--- src/rtl/ptss_pkg.sv ---
// Package for the periodic task slot scheduler.
// Holds slot count, request and status codes, and beat structs.
// No dependencies.
package ptss_pkg;

  localparam int NUM_SLOTS   = 8;
  localparam int SLOT_W      = (NUM_SLOTS > 1) ? $clog2(NUM_SLOTS) : 1;
  localparam int CNT_W       = $clog2(NUM_SLOTS + 1);
  localparam int MAX_RESULTS = 8;
  localparam int NUM_W       = $clog2(MAX_RESULTS);

  localparam logic [1:0] REQ_TICK = 2'd0;
  localparam logic [1:0] REQ_ADD  = 2'd1;
  localparam logic [1:0] REQ_KILL = 2'd2;
  localparam logic [1:0] REQ_RUN  = 2'd3;

  localparam logic [2:0] ST_TICK_DONE  = 3'd0;
  localparam logic [2:0] ST_ADDED      = 3'd1;
  localparam logic [2:0] ST_FULL       = 3'd2;
  localparam logic [2:0] ST_KILLED     = 3'd3;
  localparam logic [2:0] ST_INVALID    = 3'd4;
  localparam logic [2:0] ST_DISPATCH   = 3'd5;
  localparam logic [2:0] ST_NONE_READY = 3'd6;

  typedef struct packed {
    logic [1:0]  req_type;
    logic [31:0] reload_interval;
    logic [31:0] first_delay;
    logic [7:0]  slot_number;
  } req_t;

  typedef struct packed {
    logic [2:0] status;
    logic [2:0] slot_index;
    logic       one_shot_freed;
    logic       last;
  } rsp_t;

  typedef struct packed {
    logic [31:0] interval;
    logic [31:0] delay;
  } entry_t;

  typedef struct packed {
    entry_t wr_entry;
    logic   delay_zero;
    logic   iv_zero;
  } alu_res_t;

endpackage

--- src/rtl/periodic_task_slot_scheduler.sv ---
// Periodic task slot scheduler: one request at a time, slots walked one per cycle
// but for a pause at each Run dispatch. Tick walks every slot; Add walks to a free one.
// Kill acts on its slot alone. Run issues a beat per ready slot, or none-ready if none.
// Next request accepted in the cycle after the last beat issues; stalls delay it.
// Reset clears control state and all active and ready flags at once; no clearing pass.
// Depends on ptss_pkg and ptss_slot_alu.
module periodic_task_slot_scheduler import ptss_pkg::*; (
  input  logic clk_i,
  input  logic rst_ni,
  input  logic in_valid_i,
  output logic in_ready_o,
  input  req_t in_data_i,
  output logic out_valid_o,
  input  logic out_ready_i,
  output rsp_t out_data_o
);

  localparam logic [2:0] S_IDLE   = 3'd0;
  localparam logic [2:0] S_TICK   = 3'd1;
  localparam logic [2:0] S_ADD    = 3'd2;
  localparam logic [2:0] S_KILL   = 3'd3;
  localparam logic [2:0] S_RUN    = 3'd4;
  localparam logic [2:0] S_RUN_RD = 3'd5;

  localparam logic [CNT_W-1:0] CNT_END = CNT_W'(NUM_SLOTS);

  logic [2:0]           state_q, state_d;
  logic [CNT_W-1:0]     cnt_q, cnt_d;
  logic [NUM_W-1:0]     n_q, n_d;
  logic                 p_vld_q, p_vld_d;
  logic [SLOT_W-1:0]    p_idx_q, p_idx_d;
  logic [NUM_SLOTS-1:0] active_q, active_d;
  logic [NUM_SLOTS-1:0] ready_q, ready_d;
  req_t                 req_q;
  logic                 out_vld_q, out_vld_d;
  rsp_t                 out_data_q, out_data_d;

  entry_t               mem_q [NUM_SLOTS];
  entry_t               rd_entry_q;
  logic [SLOT_W-1:0]    rd_addr, wr_addr, cur;
  logic                 wr_en;
  logic                 at_end, out_free, emit, any_above;
  rsp_t                 emit_data;
  logic [NUM_SLOTS-1:0] above_mask, pend;
  alu_res_t             alu_res;

  assign cur      = cnt_q[SLOT_W-1:0];
  assign at_end   = (cnt_q == CNT_END);
  assign rd_addr  = at_end ? '0 : cur;
  assign out_free = !out_vld_q || out_ready_i;
  assign pend     = active_q & ready_q;

  always_comb begin
    for (int i = 0; i < NUM_SLOTS; i++) begin
      above_mask[i] = (CNT_W'(i) > cnt_q);
    end
  end
  assign any_above = |(pend & above_mask);

  ptss_slot_alu u_alu (
    .entry_i        (rd_entry_q),
    .is_add_i       (state_q == S_ADD),
    .add_interval_i (req_q.reload_interval),
    .add_delay_i    (req_q.first_delay),
    .res_o          (alu_res)
  );

  always_ff @(posedge clk_i) begin
    if (wr_en) begin
      mem_q[wr_addr] <= alu_res.wr_entry;
    end
    rd_entry_q <= mem_q[rd_addr];
  end

  always_comb begin
    state_d   = state_q;
    cnt_d     = cnt_q;
    n_d       = n_q;
    p_vld_d   = 1'b0;
    p_idx_d   = p_idx_q;
    active_d  = active_q;
    ready_d   = ready_q;
    wr_en     = 1'b0;
    wr_addr   = cur;
    emit      = 1'b0;
    emit_data = '{status: ST_TICK_DONE, slot_index: 3'd0, one_shot_freed: 1'b0, last: 1'b1};

    case (state_q)
      S_IDLE: begin
        cnt_d = '0;
        n_d   = '0;
        if (in_valid_i) begin
          case (in_data_i.req_type)
            REQ_TICK: state_d = S_TICK;
            REQ_ADD:  state_d = S_ADD;
            REQ_KILL: state_d = S_KILL;
            default:  state_d = S_RUN;
          endcase
        end
      end
      S_TICK: begin
        if (!at_end) begin
          cnt_d   = cnt_q + CNT_W'(1);
          p_vld_d = 1'b1;
          p_idx_d = cur;
        end
        if (p_vld_q && active_q[p_idx_q]) begin
          wr_en   = 1'b1;
          wr_addr = p_idx_q;
          if (alu_res.delay_zero) begin
            ready_d[p_idx_q] = 1'b1;
          end
        end
        if (at_end && !p_vld_q && out_free) begin
          emit    = 1'b1;
          state_d = S_IDLE;
        end
      end
      S_ADD: begin
        if (at_end) begin
          if (out_free) begin
            emit             = 1'b1;
            emit_data.status = ST_FULL;
            state_d          = S_IDLE;
          end
        end else if (!active_q[cur]) begin
          if (out_free) begin
            wr_en                = 1'b1;
            active_d[cur]        = 1'b1;
            ready_d[cur]         = 1'b0;
            emit                 = 1'b1;
            emit_data.status     = ST_ADDED;
            emit_data.slot_index = 3'(cnt_q);
            state_d              = S_IDLE;
          end
        end else begin
          cnt_d = cnt_q + CNT_W'(1);
        end
      end
      S_KILL: begin
        if (out_free) begin
          emit    = 1'b1;
          state_d = S_IDLE;
          if (req_q.slot_number < 8'(NUM_SLOTS)) begin
            active_d[req_q.slot_number[SLOT_W-1:0]] = 1'b0;
            ready_d[req_q.slot_number[SLOT_W-1:0]]  = 1'b0;
            emit_data.status     = ST_KILLED;
            emit_data.slot_index = req_q.slot_number[2:0];
          end else begin
            emit_data.status = ST_INVALID;
          end
        end
      end
      S_RUN: begin
        if (at_end) begin
          if (out_free) begin
            emit             = 1'b1;
            emit_data.status = ST_NONE_READY;
            state_d          = S_IDLE;
          end
        end else if (pend[cur]) begin
          state_d = S_RUN_RD;
        end else begin
          cnt_d = cnt_q + CNT_W'(1);
        end
      end
      S_RUN_RD: begin
        if (out_free) begin
          emit                     = 1'b1;
          emit_data.status         = ST_DISPATCH;
          emit_data.slot_index     = 3'(cnt_q);
          emit_data.one_shot_freed = alu_res.iv_zero;
          emit_data.last           = (n_q == NUM_W'(MAX_RESULTS - 1)) || !any_above;
          ready_d[cur]             = 1'b0;
          if (alu_res.iv_zero) begin
            active_d[cur] = 1'b0;
          end
          n_d = n_q + NUM_W'(1);
          if (emit_data.last) begin
            state_d = S_IDLE;
          end else begin
            cnt_d   = cnt_q + CNT_W'(1);
            state_d = S_RUN;
          end
        end
      end
      default: state_d = S_IDLE;
    endcase
  end

  always_comb begin
    out_vld_d  = out_vld_q;
    out_data_d = out_data_q;
    if (emit) begin
      out_vld_d  = 1'b1;
      out_data_d = emit_data;
    end else if (out_ready_i) begin
      out_vld_d = 1'b0;
    end
  end

  always_ff @(posedge clk_i or negedge rst_ni) begin
    if (!rst_ni) begin
      state_q   <= S_IDLE;
      cnt_q     <= '0;
      n_q       <= '0;
      p_vld_q   <= 1'b0;
      active_q  <= '0;
      ready_q   <= '0;
      out_vld_q <= 1'b0;
    end else begin
      state_q   <= state_d;
      cnt_q     <= cnt_d;
      n_q       <= n_d;
      p_vld_q   <= p_vld_d;
      active_q  <= active_d;
      ready_q   <= ready_d;
      out_vld_q <= out_vld_d;
    end
  end

  always_ff @(posedge clk_i) begin
    p_idx_q    <= p_idx_d;
    out_data_q <= out_data_d;
    if (in_valid_i && in_ready_o) begin
      req_q <= in_data_i;
    end
  end

  assign in_ready_o  = (state_q == S_IDLE);
  assign out_valid_o = out_vld_q;
  assign out_data_o  = out_data_q;

endmodule

--- src/rtl/ptss_slot_alu.sv ---
// Shared slot update unit: decrement, reload, add load and zero checks of one entry.
// Depends on ptss_pkg.
module ptss_slot_alu import ptss_pkg::*; (
  input  entry_t      entry_i,
  input  logic        is_add_i,
  input  logic [31:0] add_interval_i,
  input  logic [31:0] add_delay_i,
  output alu_res_t    res_o
);

  always_comb begin
    res_o.delay_zero = (entry_i.delay == 32'd0);
    res_o.iv_zero    = (entry_i.interval == 32'd0);
    if (is_add_i) begin
      res_o.wr_entry.interval = add_interval_i;
      res_o.wr_entry.delay    = add_delay_i;
    end else if (res_o.delay_zero) begin
      res_o.wr_entry.interval = entry_i.interval;
      res_o.wr_entry.delay    = entry_i.interval;
    end else begin
      res_o.wr_entry.interval = entry_i.interval;
      res_o.wr_entry.delay    = entry_i.delay - 32'd1;
    end
  end

endmodule

--- config.mk ---
export PLATFORM = sky130hd
export DESIGN_NAME = periodic_task_slot_scheduler
export DESIGN_NICKNAME = d
export VERILOG_FILES = /design/src/rtl/ptss_pkg.sv /design/src/rtl/periodic_task_slot_scheduler.sv /design/src/rtl/ptss_slot_alu.sv
export SDC_FILE = /design/constraint.sdc
export NUM_CORES = 1
export LEC_CHECK = 0
export ABC_AREA = 1
export BUFFER_PORTS_ARGS = -buffer_cell sky130_fd_sc_hd__buf_2
export CAP_MARGIN = 20
export CORE_UTILIZATION = 51
export CTS_CLUSTER_SIZE = 14
export DETAILED_ROUTE_END_ITERATION = 6
export PLACE_DENSITY = 0.74
export RECOVER_POWER = 100
export SLEW_MARGIN = 20
export SYNTH_ARGS = -nofsm -noshare
export SYNTH_HDL_FRONTEND = slang
export SYNTH_HIERARCHICAL = 1
export SYNTH_SLANG_ARGS = --single-unit
--- constraint.sdc ---
create_clock -name clk_i -period 6.11 [get_ports clk_i]
set_input_delay 0.3055 -clock clk_i [delete_from_list [all_inputs] [get_ports clk_i]]
set_output_delay 0.3055 -clock clk_i [all_outputs]
set_load 0.01 [all_outputs]
==> key figures <==
Power and ir drop
  • Int Power: 0.00990 W
  • Switching pwr: ~0.0052 W
  • Combinational Power Share: 26.4%
  • Tot Pwr: 0.0151 W
  • Net Sw Frac: between 30% and 40%
  • PD cells: 461 nW/um^2
  • Clock power share: 27.6%
  • Total leakage power: 12.2 nW
  • Max VDD drop: ~0.23 mV
  • Seq pwr share: between 40 and 50%

STA
  • Final hold violations: 0
  • Rel. slew slack: -87.6%
  • Post-layout min period: between 5 and 6 ns
  • Setup TNS: 0 ns
  • # setup viols final: 0
  • Slew at the pin closest to its max-slew limit: approximately 2.8 ns
  • RSZ-0062 raised after global routing: no
  • Layout Skew: 0.0200 ns
  • F_max: 197 MHz
  • Slew Viols, Final: 122
  • Fin crit share: 83.1%
  • WHS: ~0.18 ns

Routing
  • Vias per cell: 5.67
  • Drt pass-1 iters: 7
  • Antenna-violating nets left: 0
  • Drc violations: 1
  • WL final: 72300 um
  • DRT iter0 DRCs: 1795
  • Wire per inst: 20.5 um
  • Via count: 19998

Die
  • Die area: 57700 um^2
  • Initial Utilization: 52.0%
  • Core area: 55600 um^2
  • Chip height: 240 um
  • # IOs: just under 90
  • # rows: 86
  • Die W: 240 um

Hold path
  • Min-delay worst type: in2reg

Clock network
  • Post-CTS setup buffers: 0
  • Sink Count: 687
  • Worst-case clock buffer depth: 3
  • CTS H-tree depth: 3
  • Total CTS buffers: 71
  • Worst-path clk slew: 0.06 ns
  • # resized after CTS: 0
  • Clk_lat worst skew: between 0.6 and 0.7 ns
  • Clk root buf: clkbuf_16
  • Hold buffers post-CTS: 73
  • CTS tree: done

GRT
  • Initial antenna violation count: 1
  • Largest net degree at the start of global routing: approximately 110
  • Total congestion overflow: 0
  • Global-route wire length before repair: 112000 um
  • Total track usage: between 20% and 30%
  • Vias in the first global route: 19455

Final layout
  • Layout cell share with drive strength beyond 1: 10.5%
  • Layout Nets: approximately 2800
  • Antenna Cells: 0
  • Area growth, synth to finish: 13.4%
  • Final instance area: 32800 um^2
  • Fin cells: ~3500

Synth
  • Sequential-to-total area share from yosys stat: 68.6%
  • Post-synth EDFFs: 595
  • Distinct cells, synth: 52
  • Yosys top cell by area: edfxtp_1
  • Mean Syn Cell Area: 11.2 um^2
  • Mapped Area: 29000 um^2
  • Synth top area share: 61.7%
  • Post-synthesis instance total: roughly 2600
  • Async set-reset flop share out of synthesis: 4.08%
  • Yosys warning total: 6
  • Largest cells by area after synthesis: edfxtp_1 (62%), nand2_1 (7.3%), dfxtp_1 (4.4%), a21oi_1 (4.3%), nor2_1 (2.8%)
  • Syn nets: 2679
  • Ys flop type: edfxtp_1
  • Synth Register Bits: 687

Placed design
  • Placed insts: 3327
  • Placed Area: 30000 um^2
  • Detail Placement HPWL: 43100 um
  • GP Congestion: 0.953
  • IO buf count: a little under 90

Critical path
  • Max FO, Critical Path: 77
  • Startpoint types: flip-flop
  • CP Capture Type: flip-flop
  • Req. time, crit path: 6.59 ns
  • WP data arrival: 5.55 ns
  • Critical path type: reg2reg

Outcome
  • Failing checks: design-rule violations, max-capacitance violations, max-slew violations
  • Status: finished with violations

Run
  • Max_cap viols: 4
==> area by class of cell <==
| type | instances | area (um^2) |
|---|---|---|
| timing repair buffer | 185 | 1330 |
| inverter | 186 | 709 |
| multi-input combinational | 1594 | 7740 |
| clock buffer | 93 | 1950 |
| sequential | 687 | 19900 |
| clock inverter | 37 | 300 |
| fill | 4403 | 22800 |
| tap | 748 | 936 |
==> critical path: stages, from the launching register on <==
cell and delay, ns:
dfrtp_4 1.07, inv_1 0.49, ha_1 0.35, nand3_1 0.31, inv_1 0.17, nor2_2 1.37, buf_4 0.85, o21a_1 0.22
a21oi_1 0.07
==> power groups by stage <==
stage | Combinational (W) | Sequential [W] | Clock, W
after floorplan | 0.00289 | 0.00677 | 0
after global placement | 0.00381 | 0.00702 | 0
after detailed placement | 0.00397 | 0.00703 | 0
after CTS | 0.00403 | 0.00695 | 0.00423
after global routing | 0.00447 | 0.00702 | 0.00441
final | 0.00400 | 0.00697 | 0.00417
==> per-layer routing <==
| layer | vias to the layer above | routed length (um) | track usage [%] |
|---|---|---|---|
| met5 | - | 18 | 0 |
| met4 | 2 | 2520 | 9.59 |
| met3 | 162 | 5720 | 4.43 |
| met2 | 883 | 34500 | 42.2 |
| met1 | 9639 | 29600 | 34.4 |
| li1 | 9312 | - | - |
==> final timing paths <==
path,startpoint,to,slack (ns),cells after the start
worst max-delay path,cnt_q[0],rd_entry_q[59],1.04,8
worst min-delay path,out_ready_i,state_q[1],0.18,6
worst max register to register,cnt_q[0],rd_entry_q[59],1.04,8
worst min register to register,n_q[0],n_q[0],0.49,1
max in group asynchronous,rst_ni,cnt_q[2],4.20,2
min in group asynchronous,rst_ni,ready_q[2],0.69,2
==> flip-flops by register name, indices dropped and copies added (netlist names) <==
name and count:
p_idx_q 3, req_q 72, out_valid_o 1, mem_q 512, ready_q 8, state_q 3
out_data_o 8, rd_entry_q 64, cnt_q 4, p_vld_q 1, n_q 3, active_q 8
==> synth_stat cells (all sizes together), types with 3 or more instances <==
cell and number:
nand3b 3, xnor2 5, dfxtp 64, a21oi 247
nand2 585, inv 186, nand4 17, nor2 238
o211ai 24, dfrtp 28, buf 72, ha 11
or2 65, nand3 155, o21a 20, clkbuf 50
o21ai 149, o221ai 44, o22ai 3, edfxtp 595
nor4 8, nor3 11
==> stage by stage <==
stage	worst slack [ns]	util (%)
global route	0.681	59.0
finish	1.04	59.0
detailed placement	1.80	53.9
CTS	1.76	59.3
global placement	1.98	53.9
floorplan	1.40	-
==> layout by cell type, fill, tap and decap left out, types with 16 or more instances in the layout <==
cell,count
dfrtp_1,26
a21oi_1,247
buf_2,74
o21ai_0,130
dfxtp_1,64
nand4_1,16
edfxtp_1,595
nor2_1,210
or2_1,30
clkbuf_16,73
or2_2,31
o21ai_1,17
inv_1,173
clkbuf_1,29
dlygate4sd3_1,73
nand3_1,151
o21a_1,20
nor2_4,16
nand2_1,572
o211ai_1,24
o221ai_1,44
==> cells by family after synthesis <==
kind of cell             synth area share (%)
buffers and inverters                    4.66
AO/OA/AOI/OAI                            9.58
AND/OR/NAND/NOR                          16.5
XOR/XNOR                                0.212
flip-flops                               68.6
adder cells (fa/ha/maj)                 0.475
Power figures use the tool's default switching activity.
